$ cat src/rtl/conv3_pkg.sv
`timescale 1ns / 1ps
`default_nettype none

package conv3_pkg;

  // Payload widths fixed by the pixel and result formats.
  localparam int unsigned PIX_W  = 8;
  localparam int unsigned PROD_W = 16;
  localparam int unsigned SUM_W  = 19;
  localparam int unsigned WROW_W = 24;

  // Configuration port geometry: three 24-bit registers on a 32-bit bus at 0x0, 0x4, 0x8.
  localparam int unsigned ADDR_W = 4;
  localparam int unsigned DATA_W = 32;

  // Register indexes, taken from paddr[3:2].
  localparam logic [1:0] REG_ROW_TOP    = 2'd0;
  localparam logic [1:0] REG_ROW_MIDDLE = 2'd1;
  localparam logic [1:0] REG_ROW_BOTTOM = 2'd2;

  typedef logic signed [PIX_W-1:0]  pix_t;
  typedef logic signed [PROD_W-1:0] prod_t;
  typedef logic signed [SUM_W-1:0]  sum_t;
  typedef logic [WROW_W-1:0]        wrow_t;

  // Tag that travels with a window through the product and output stages.
  typedef struct packed {
    logic valid;
    logic last;
  } tag_t;

endpackage

`default_nettype wire

$ cat src/rtl/conv2d_3x3_int8_valid_core.sv
`timescale 1ns / 1ps
`default_nettype none

// Channel    Direction  Handshake                    Payload
// pixel      in         pixel_valid_i/pixel_stall_o  pixel_i (s8)
// conv       out        conv_valid_o/conv_stall_i    conv_sum_o (s19), frame_done_o
// config     in         psel/penable/pwrite/pready   paddr, pwdata, prdata
//
// One pixel is accepted per cycle while pixel_stall_o is low; a window result then
// passes through line-buffer read, product register and sum register.
// Reset clears counters, window and weights; the line buffer RAM is not cleared.
// A stalled result holds only the stages behind it that are full; empty stages keep
// accepting pixels, so pixel_stall_o rises only while the whole pipeline is full.
module conv2d_3x3_int8_valid_core #(
  parameter int unsigned IMAGE_WIDTH  = 28,
  parameter int unsigned IMAGE_HEIGHT = 28
) (
  input  wire logic                           clk_i,
  input  wire logic                           rst_ni,
  input  wire logic                           pixel_valid_i,
  output logic                                pixel_stall_o,
  input  wire conv3_pkg::pix_t                pixel_i,
  output logic                                conv_valid_o,
  input  wire logic                           conv_stall_i,
  output conv3_pkg::sum_t                     conv_sum_o,
  output logic                                frame_done_o,
  input  wire logic                           psel,
  input  wire logic                           penable,
  input  wire logic                           pwrite,
  input  wire logic [conv3_pkg::ADDR_W-1:0]   paddr,
  input  wire logic [conv3_pkg::DATA_W-1:0]   pwdata,
  output logic      [conv3_pkg::DATA_W-1:0]   prdata,
  output logic                                pready
);

  localparam int unsigned CW = $clog2(IMAGE_WIDTH);
  localparam int unsigned RW = $clog2(IMAGE_HEIGHT);

  // Configuration registers.
  conv3_pkg::wrow_t wrow_q [3];
  logic [1:0]       reg_idx;
  logic             cfg_wr;

  // Raster counters and the line-read stage.
  logic [CW-1:0]   col_q;
  logic [RW-1:0]   row_q;
  logic            in_acc;
  logic            s1_valid_q;
  logic            s1_emit_q;
  logic            s1_last_q;
  conv3_pkg::pix_t s1_px_q;
  logic [CW-1:0]   s1_col_q;
  logic            s1_adv;
  logic [15:0]     line_rdata;

  conv3_pkg::pix_t  win_col [3];
  conv3_pkg::tag_t  s1_tag;
  conv3_pkg::tag_t  s2_tag;
  conv3_pkg::prod_t s2_prod [9];
  logic             s2_ready;
  logic             out_ready;

  // Register file: write on the access phase, combinational read.
  assign pready  = 1'b1;
  assign reg_idx = paddr[3:2];
  assign cfg_wr  = psel && penable && pwrite && pready;

  always_ff @(posedge clk_i or negedge rst_ni) begin
    if (!rst_ni) begin
      for (int i = 0; i < 3; i++) begin
        wrow_q[i] <= '0;
      end
    end else if (cfg_wr) begin
      unique case (reg_idx)
        conv3_pkg::REG_ROW_TOP:    wrow_q[0] <= pwdata[conv3_pkg::WROW_W-1:0];
        conv3_pkg::REG_ROW_MIDDLE: wrow_q[1] <= pwdata[conv3_pkg::WROW_W-1:0];
        conv3_pkg::REG_ROW_BOTTOM: wrow_q[2] <= pwdata[conv3_pkg::WROW_W-1:0];
        default: ;
      endcase
    end
  end

  always_comb begin
    unique case (reg_idx)
      conv3_pkg::REG_ROW_TOP:    prdata = conv3_pkg::DATA_W'(wrow_q[0]);
      conv3_pkg::REG_ROW_MIDDLE: prdata = conv3_pkg::DATA_W'(wrow_q[1]);
      conv3_pkg::REG_ROW_BOTTOM: prdata = conv3_pkg::DATA_W'(wrow_q[2]);
      default:                   prdata = '0;
    endcase
  end

  // Pipeline flow: a stage advances when the one after it can take the item.
  assign s1_adv        = s1_valid_q && s2_ready;
  assign pixel_stall_o = s1_valid_q && !s2_ready;
  assign in_acc        = pixel_valid_i && !pixel_stall_o;

  // Column and row counters wrap at the end of each line and frame.
  always_ff @(posedge clk_i or negedge rst_ni) begin
    if (!rst_ni) begin
      col_q <= '0;
      row_q <= '0;
    end else if (in_acc) begin
      if (col_q == CW'(IMAGE_WIDTH - 1)) begin
        col_q <= '0;
        if (row_q == RW'(IMAGE_HEIGHT - 1)) begin
          row_q <= '0;
        end else begin
          row_q <= row_q + 1'b1;
        end
      end else begin
        col_q <= col_q + 1'b1;
      end
    end
  end

  // Line-read stage: holds the pixel while the two older rows come out of the RAM.
  always_ff @(posedge clk_i or negedge rst_ni) begin
    if (!rst_ni) begin
      s1_valid_q <= 1'b0;
    end else if (in_acc) begin
      s1_valid_q <= 1'b1;
    end else if (s1_adv) begin
      s1_valid_q <= 1'b0;
    end
  end

  always_ff @(posedge clk_i) begin
    if (in_acc) begin
      s1_px_q   <= pixel_i;
      s1_col_q  <= col_q;
      s1_emit_q <= (row_q >= RW'(2)) && (col_q >= CW'(2));
      s1_last_q <= (row_q == RW'(IMAGE_HEIGHT - 1)) && (col_q == CW'(IMAGE_WIDTH - 1));
    end
  end

  // Each entry keeps {row r-2, row r-1} for one column. The write for a column
  // lands at least IMAGE_WIDTH-1 transfers before that column is read again.
  conv3_ram #(
    .WIDTH (16),
    .DEPTH (IMAGE_WIDTH)
  ) u_line (
    .clk_i   (clk_i),
    .we_i    (s1_adv),
    .waddr_i (s1_col_q),
    .wdata_i ({line_rdata[7:0], s1_px_q}),
    .re_i    (in_acc),
    .raddr_i (col_q),
    .rdata_o (line_rdata)
  );

  assign win_col[0]   = conv3_pkg::pix_t'(line_rdata[15:8]);
  assign win_col[1]   = conv3_pkg::pix_t'(line_rdata[7:0]);
  assign win_col[2]   = s1_px_q;
  assign s1_tag.valid = s1_emit_q;
  assign s1_tag.last  = s1_last_q;

  conv3_mac u_mac (
    .clk_i   (clk_i),
    .rst_ni  (rst_ni),
    .shift_i (s1_adv),
    .col_i   (win_col),
    .wrow_i  (wrow_q),
    .tag_i   (s1_tag),
    .ready_i (out_ready),
    .prod_o  (s2_prod),
    .tag_o   (s2_tag),
    .ready_o (s2_ready)
  );

  conv3_out u_out (
    .clk_i   (clk_i),
    .rst_ni  (rst_ni),
    .prod_i  (s2_prod),
    .tag_i   (s2_tag),
    .stall_i (conv_stall_i),
    .ready_o (out_ready),
    .valid_o (conv_valid_o),
    .sum_o   (conv_sum_o),
    .last_o  (frame_done_o)
  );

endmodule

`default_nettype wire

$ cat src/rtl/conv3_ram.sv
`timescale 1ns / 1ps
`default_nettype none

module conv3_ram #(
  parameter int unsigned WIDTH = 8,
  parameter int unsigned DEPTH = 32
) (
  input  wire logic                     clk_i,
  input  wire logic                     we_i,
  input  wire logic [$clog2(DEPTH)-1:0] waddr_i,
  input  wire logic [WIDTH-1:0]         wdata_i,
  input  wire logic                     re_i,
  input  wire logic [$clog2(DEPTH)-1:0] raddr_i,
  output logic      [WIDTH-1:0]         rdata_o
);

  logic [WIDTH-1:0] mem_q [DEPTH];
  logic [WIDTH-1:0] rdata_q;

  // One write port and one registered read port.
  always_ff @(posedge clk_i) begin
    if (we_i) begin
      mem_q[waddr_i] <= wdata_i;
    end
    if (re_i) begin
      rdata_q <= mem_q[raddr_i];
    end
  end

  assign rdata_o = rdata_q;

endmodule

`default_nettype wire

$ cat src/rtl/conv3_mac.sv
`timescale 1ns / 1ps
`default_nettype none

module conv3_mac (
  input  wire logic             clk_i,
  input  wire logic             rst_ni,
  input  wire logic             shift_i,
  input  wire conv3_pkg::pix_t  col_i [3],
  input  wire conv3_pkg::wrow_t wrow_i [3],
  input  wire conv3_pkg::tag_t  tag_i,
  input  wire logic             ready_i,
  output conv3_pkg::prod_t      prod_o [9],
  output conv3_pkg::tag_t       tag_o,
  output logic                  ready_o
);

  conv3_pkg::pix_t  win_q [3][3];
  conv3_pkg::pix_t  win_d [3][3];
  conv3_pkg::prod_t prod_q [9];
  conv3_pkg::prod_t prod_d [9];
  conv3_pkg::tag_t  tag_q;
  conv3_pkg::tag_t  tag_d;

  // The window moves one column to the left and takes the new column on the right.
  always_comb begin
    for (int i = 0; i < 3; i++) begin
      win_d[i][0] = win_q[i][1];
      win_d[i][1] = win_q[i][2];
      win_d[i][2] = col_i[i];
    end
  end

  // Nine independent 8x8 signed products of the shifted window.
  always_comb begin
    for (int i = 0; i < 3; i++) begin
      for (int j = 0; j < 3; j++) begin
        prod_d[i*3+j] = conv3_pkg::prod_t'(win_d[i][j]) *
                        conv3_pkg::prod_t'(conv3_pkg::pix_t'(wrow_i[i][8*j +: 8]));
      end
    end
  end

  // The product register is free when empty or when the output stage takes it.
  assign ready_o = !tag_q.valid || ready_i;

  always_comb begin
    tag_d = tag_q;
    if (ready_o) begin
      tag_d.valid = shift_i && tag_i.valid;
      tag_d.last  = tag_i.last;
    end
  end

  // Window state.
  always_ff @(posedge clk_i or negedge rst_ni) begin
    if (!rst_ni) begin
      for (int i = 0; i < 3; i++) begin
        for (int j = 0; j < 3; j++) begin
          win_q[i][j] <= '0;
        end
      end
    end else if (shift_i) begin
      win_q <= win_d;
    end
  end

  // Stage control.
  always_ff @(posedge clk_i or negedge rst_ni) begin
    if (!rst_ni) begin
      tag_q <= '0;
    end else begin
      tag_q <= tag_d;
    end
  end

  // Product payload.
  always_ff @(posedge clk_i) begin
    if (shift_i) begin
      prod_q <= prod_d;
    end
  end

  assign prod_o = prod_q;
  assign tag_o  = tag_q;

endmodule

`default_nettype wire

$ cat src/rtl/conv3_out.sv
`timescale 1ns / 1ps
`default_nettype none

module conv3_out (
  input  wire logic             clk_i,
  input  wire logic             rst_ni,
  input  wire conv3_pkg::prod_t prod_i [9],
  input  wire conv3_pkg::tag_t  tag_i,
  input  wire logic             stall_i,
  output logic                  ready_o,
  output logic                  valid_o,
  output conv3_pkg::sum_t       sum_o,
  output logic                  last_o
);

  conv3_pkg::sum_t sum_d;
  conv3_pkg::sum_t sum_q;
  logic            last_q;
  logic            valid_q;
  logic            load;

  // Adder chain over the nine products; the result always fits in 19 bits.
  always_comb begin
    sum_d = '0;
    for (int k = 0; k < 9; k++) begin
      sum_d = sum_d + conv3_pkg::sum_t'(prod_i[k]);
    end
  end

  // The result register takes a new value when empty or when its transfer completes.
  assign ready_o = !valid_q || !stall_i;
  assign load    = ready_o && tag_i.valid;

  always_ff @(posedge clk_i or negedge rst_ni) begin
    if (!rst_ni) begin
      valid_q <= 1'b0;
    end else if (ready_o) begin
      valid_q <= tag_i.valid;
    end
  end

  always_ff @(posedge clk_i) begin
    if (load) begin
      sum_q  <= sum_d;
      last_q <= tag_i.last;
    end
  end

  assign valid_o = valid_q;
  assign sum_o   = sum_q;
  assign last_o  = last_q;

endmodule

`default_nettype wire

$ cat config.mk
export PLATFORM = sky130hd
export DESIGN_NAME = conv2d_3x3_int8_valid_core
export DESIGN_NICKNAME = d
export VERILOG_FILES = /design/src/rtl/conv3_pkg.sv /design/src/rtl/conv2d_3x3_int8_valid_core.sv /design/src/rtl/conv3_ram.sv /design/src/rtl/conv3_mac.sv /design/src/rtl/conv3_out.sv
export SDC_FILE = /design/constraint.sdc
export NUM_CORES = 2
export LEC_CHECK = 0
export BUFFER_PORTS_ARGS = -buffer_cell sky130_fd_sc_hd__buf_2
export CELL_PAD_IN_SITES_DETAIL_PLACEMENT = 0
export CELL_PAD_IN_SITES_GLOBAL_PLACEMENT = 2
export CORE_MARGIN = 2
export CORE_UTILIZATION = 41
export CTS_CLUSTER_DIAMETER = 60
export DETAILED_ROUTE_END_ITERATION = 10
export PLACE_DENSITY_LB_ADDON = 0.2
export RECOVER_POWER = 100
export SETUP_SLACK_MARGIN = 0.3
export SLEW_MARGIN = 20
export SYNTH_ARGS = -nofsm -noshare
export SYNTH_HDL_FRONTEND = slang
export SYNTH_HIERARCHICAL = 1
export SYNTH_SLANG_ARGS = --single-unit
$ cat constraint.sdc
create_clock -name clk_i -period 6.34 [get_ports clk_i]
set_clock_uncertainty 0.2 [all_clocks]
set_input_delay 0.634 -clock clk_i [delete_from_list [all_inputs] [get_ports clk_i]]
set_output_delay 0.634 -clock clk_i [all_outputs]
set_load 0.005 [all_outputs]
==> impl_metrics.yaml <==
drt:
  detail-route-antenna-nets: 0
  drtPass1Iterations: 8
  drtIter0Drc: 2235
  wl_um: 142000
  viasPerCell: 5.01
  drc: 0
  wl_per_cell_um: 21.9
  num_vias: 32384
critical_path:
  path_cells: "and2_0 -> fa_1 -> inv_1 -> fa_1 -> inv_1 -> fa_1 -> inv_1 -> fa_1 -> inv_1 -> ha_1 -> o21a_2 -> a2111oi_0 -> o31ai_1 -> a21oi_1 -> xnor2_1"
  crit_fanout: 10
  worstPathArrival_ns: 5.60
  path_class: "flip-flop to flip-flop"
  worst_setup_path_end_kind: "flip-flop"
  cp_slowest_stage_delay_ns: 0.91
  reg2regPathDepth: 15
  crit_slowest_cell: "a2111oi_0"
  worst_setup_path_start_kind: "flip-flop"
  required_ns: 6.56
placement:
  io_buffers: 86
  dp_hpwl_um: 107000
  placed_cells: 6254
  routabilityCongestion: 0.798
floorplan:
  die_x_um: 372
  die_y_um: 372
  num_rows: 134
  start_util_pct: 41.4
  core_um2: 134000
  die-area_um2: 138000
  ios: 106
finish:
  stdcell_count: 6470
  area_growth_pct: 10.5
  layout-drive-gt1-share_pct: 8.15
  finalNetCount: 5561
  layout_common_cells: "inv_1, edfxtp_1, fa_1"
  fillCellCount: 12579
  final_common_cell: "inv_1"
logic_synthesis:
  synthAdderAreaFrac_pct: 28.4
  synthMuxAreaShare_pct: 7.80
  synth_top_family_by_area: "adder cells"
  synth_edf_count: 643
  ys_warn_count: 6
  async_reset_ff_share_pct: 17.2
  syn_area_um2: 55400
  yosysUniqueCellTypes: 79
  synth_xor_area_share_pct: 2.53
  netlist_instances: 4420
  synth_flop_cell: "edfxtp_1"
  synth_compound_area_share_pct: 4.00
  yosysSeqAreaShare_pct: 40.9
  synthSimpleGateAreaFrac_pct: 9.18
  synth.avg_cell_area_um2: 12.5
  ys_seq_elements: 777
clock_network:
  cts.path.max_buffers: 3
  htreeDepth: 3
  clock_latency_ns: 0.78
  root_buffer: "clkbuf_16"
  cts.sinks: 777
  path_clk_slew_ns: 0.05
  cts_resized: 0
  cts_tree: "built"
  cts_buffers: 100
sta:
  fmax_mhz: 186
  rsz0062_at_grt: "no"
  worstMarginPinSlew_ns: 4.02
  slew_viol_final: 579
  period_share_pct: 84.8
  finalHoldViolations: 0
  setup_viol: 0
  tns_ns: 0
  timing.final.crit_period_ns: 5.38
  max-slew-margin-rel_pct: -168
  hold_ws_ns: 0.0392
grt:
  gr-total-overflow: 0
  antenna_found_initial: 11
  grt_max_degree: 135
  grt_pass1_wl_um: 216000
  track_usage_pct: 21.3
  grt_pass1_vias: 34461
run_status:
  outcome: "complete, but fails checks"
  violations: "capacitance limit, slew limit"
min_path:
  hold_class: "input pin to flip-flop"
  hold_depth: 2
flow_run:
  max_cap_viol_count: 18
[synthesized netlist by cell type, drive strengths merged, types with 95 or more instances]
master | instances | share of area, %
edfxtp | 643 | 35
xnor2 | 147 | 2.3
inv | 874 | 5.9
nand2 | 232 | 1.6
mux2i | 157 | 2.8
dfrtp | 134 | 6.1
ha | 284 | 6.4
nor2 | 101 | 0.68
a21oi | 95 | 0.86
mux2 | 140 | 3.0
and2 | 388 | 4.4
fa | 609 | 22
[state kept, by name, summed over array words and instances (netlist names), 2 cells and up]
register        cells
u_out/sum_o        19
s1_col_q            5
col_q               5
u_mac/tag_o         2
s1_px_q             8
wrow_q             72
u_line/mem_q      448
u_mac/prod_o      144
row_q               5
u_mac/win_d        48
u_line/rdata_o     16
[kinds of logic after synthesis]
kind of cell,after synthesis
AO/OA/AOI/OAI,335
flip-flops,777
AND/OR/NAND/NOR,947
adder cells (fa/ha/maj),893
buffers and inverters,963
XOR/XNOR,160
multiplexers,343
other,2
[final cells by class]
| cell class | count | area (um^2) | share of cell area [%] |
|---|---|---|---|
| Sequential cell | 777 | 22700 | 37.0 |
| Clock buffer | 129 | 2620 | 4.28 |
| Tap cell | 1768 | 2210 | 3.61 |
| Antenna cell | 3 | 7.51 | 0.0123 |
| Clock inverter | 55 | 744 | 1.22 |
| Inverter | 874 | 3280 | 5.36 |
| Timing Repair Buffer | 177 | 971 | 1.59 |
| Multi-Input combinational cell | 2687 | 28700 | 46.9 |
[worst max-delay path, delay by kind of cell, from the launching register on]
| family | cells | cell delay, ns |
|---|---|---|
| DFF | 1 | 0.53 |
| and+or+nand+nor | 1 | 0.27 |
| AOI/OAI and AO/OA | 4 | 1.46 |
| xor gates and xnor gates | 1 | 0.11 |
| adders and majority gates | 5 | 2.31 |
| buffers and inverters | 4 | 0.22 |
[through the flow]
| stage | setup WS [ns] | util [%] | cell area (um^2) |
|---|---|---|---|
| floorplan | 1.63 | - | 55400 |
| global placement | 1.27 | 43.3 | 57900 |
| detailed placement | 1.27 | 43.3 | 58000 |
| CTS | 1.18 | 46.0 | 61600 |
| global route | 0.593 | 45.7 | 61200 |
| finish | 0.962 | 45.7 | 61200 |
[what timing repair did]
action | 4_1_cts | 5_1_grt
endpoints found under the setup margin | 0 | 0
endpoints found under the hold margin | 190 | 0
hold buffers | 29 | 0
setup buffers | 0 | 0
[metal layers]
layer	wire length [um]	vias to the layer above	share of wire (%)	track usage [%]
li1	-	14875	-	-
met1	65200	16737	46	30.3
met2	65100	637	46	33.7
met3	8440	135	6.0	3.86
met4	2860	0	2.0	5.21
met5	0	-	0	0
[path summary, 6_finish.rpt]
kind	slack [ns]	from	end
worst max-delay path	0.96	wrow_q[0]$_DFFE_PN0P_	u_mac/prod_o[47]$_DFFE_PP_
worst min-delay path	0.04	pwdata[0]	wrow_q[0]$_DFFE_PN0P_
worst max register to register	0.96	wrow_q[0]$_DFFE_PN0P_	u_mac/prod_o[47]$_DFFE_PP_
worst min register to register	0.25	u_mac/tag_o[0]$_DFFE_PN0P_	u_out/last_o$_DFFE_PP_
max in group asynchronous	1.47	rst_ni	col_q[0]$_DFFE_PN0P_
min in group asynchronous	1.68	rst_ni	u_mac/tag_o[0]$_DFFE_PN0P_
Power is not shown: default switching activity piles up to over one toggle a cycle in this logic, so the estimate is an artifact.
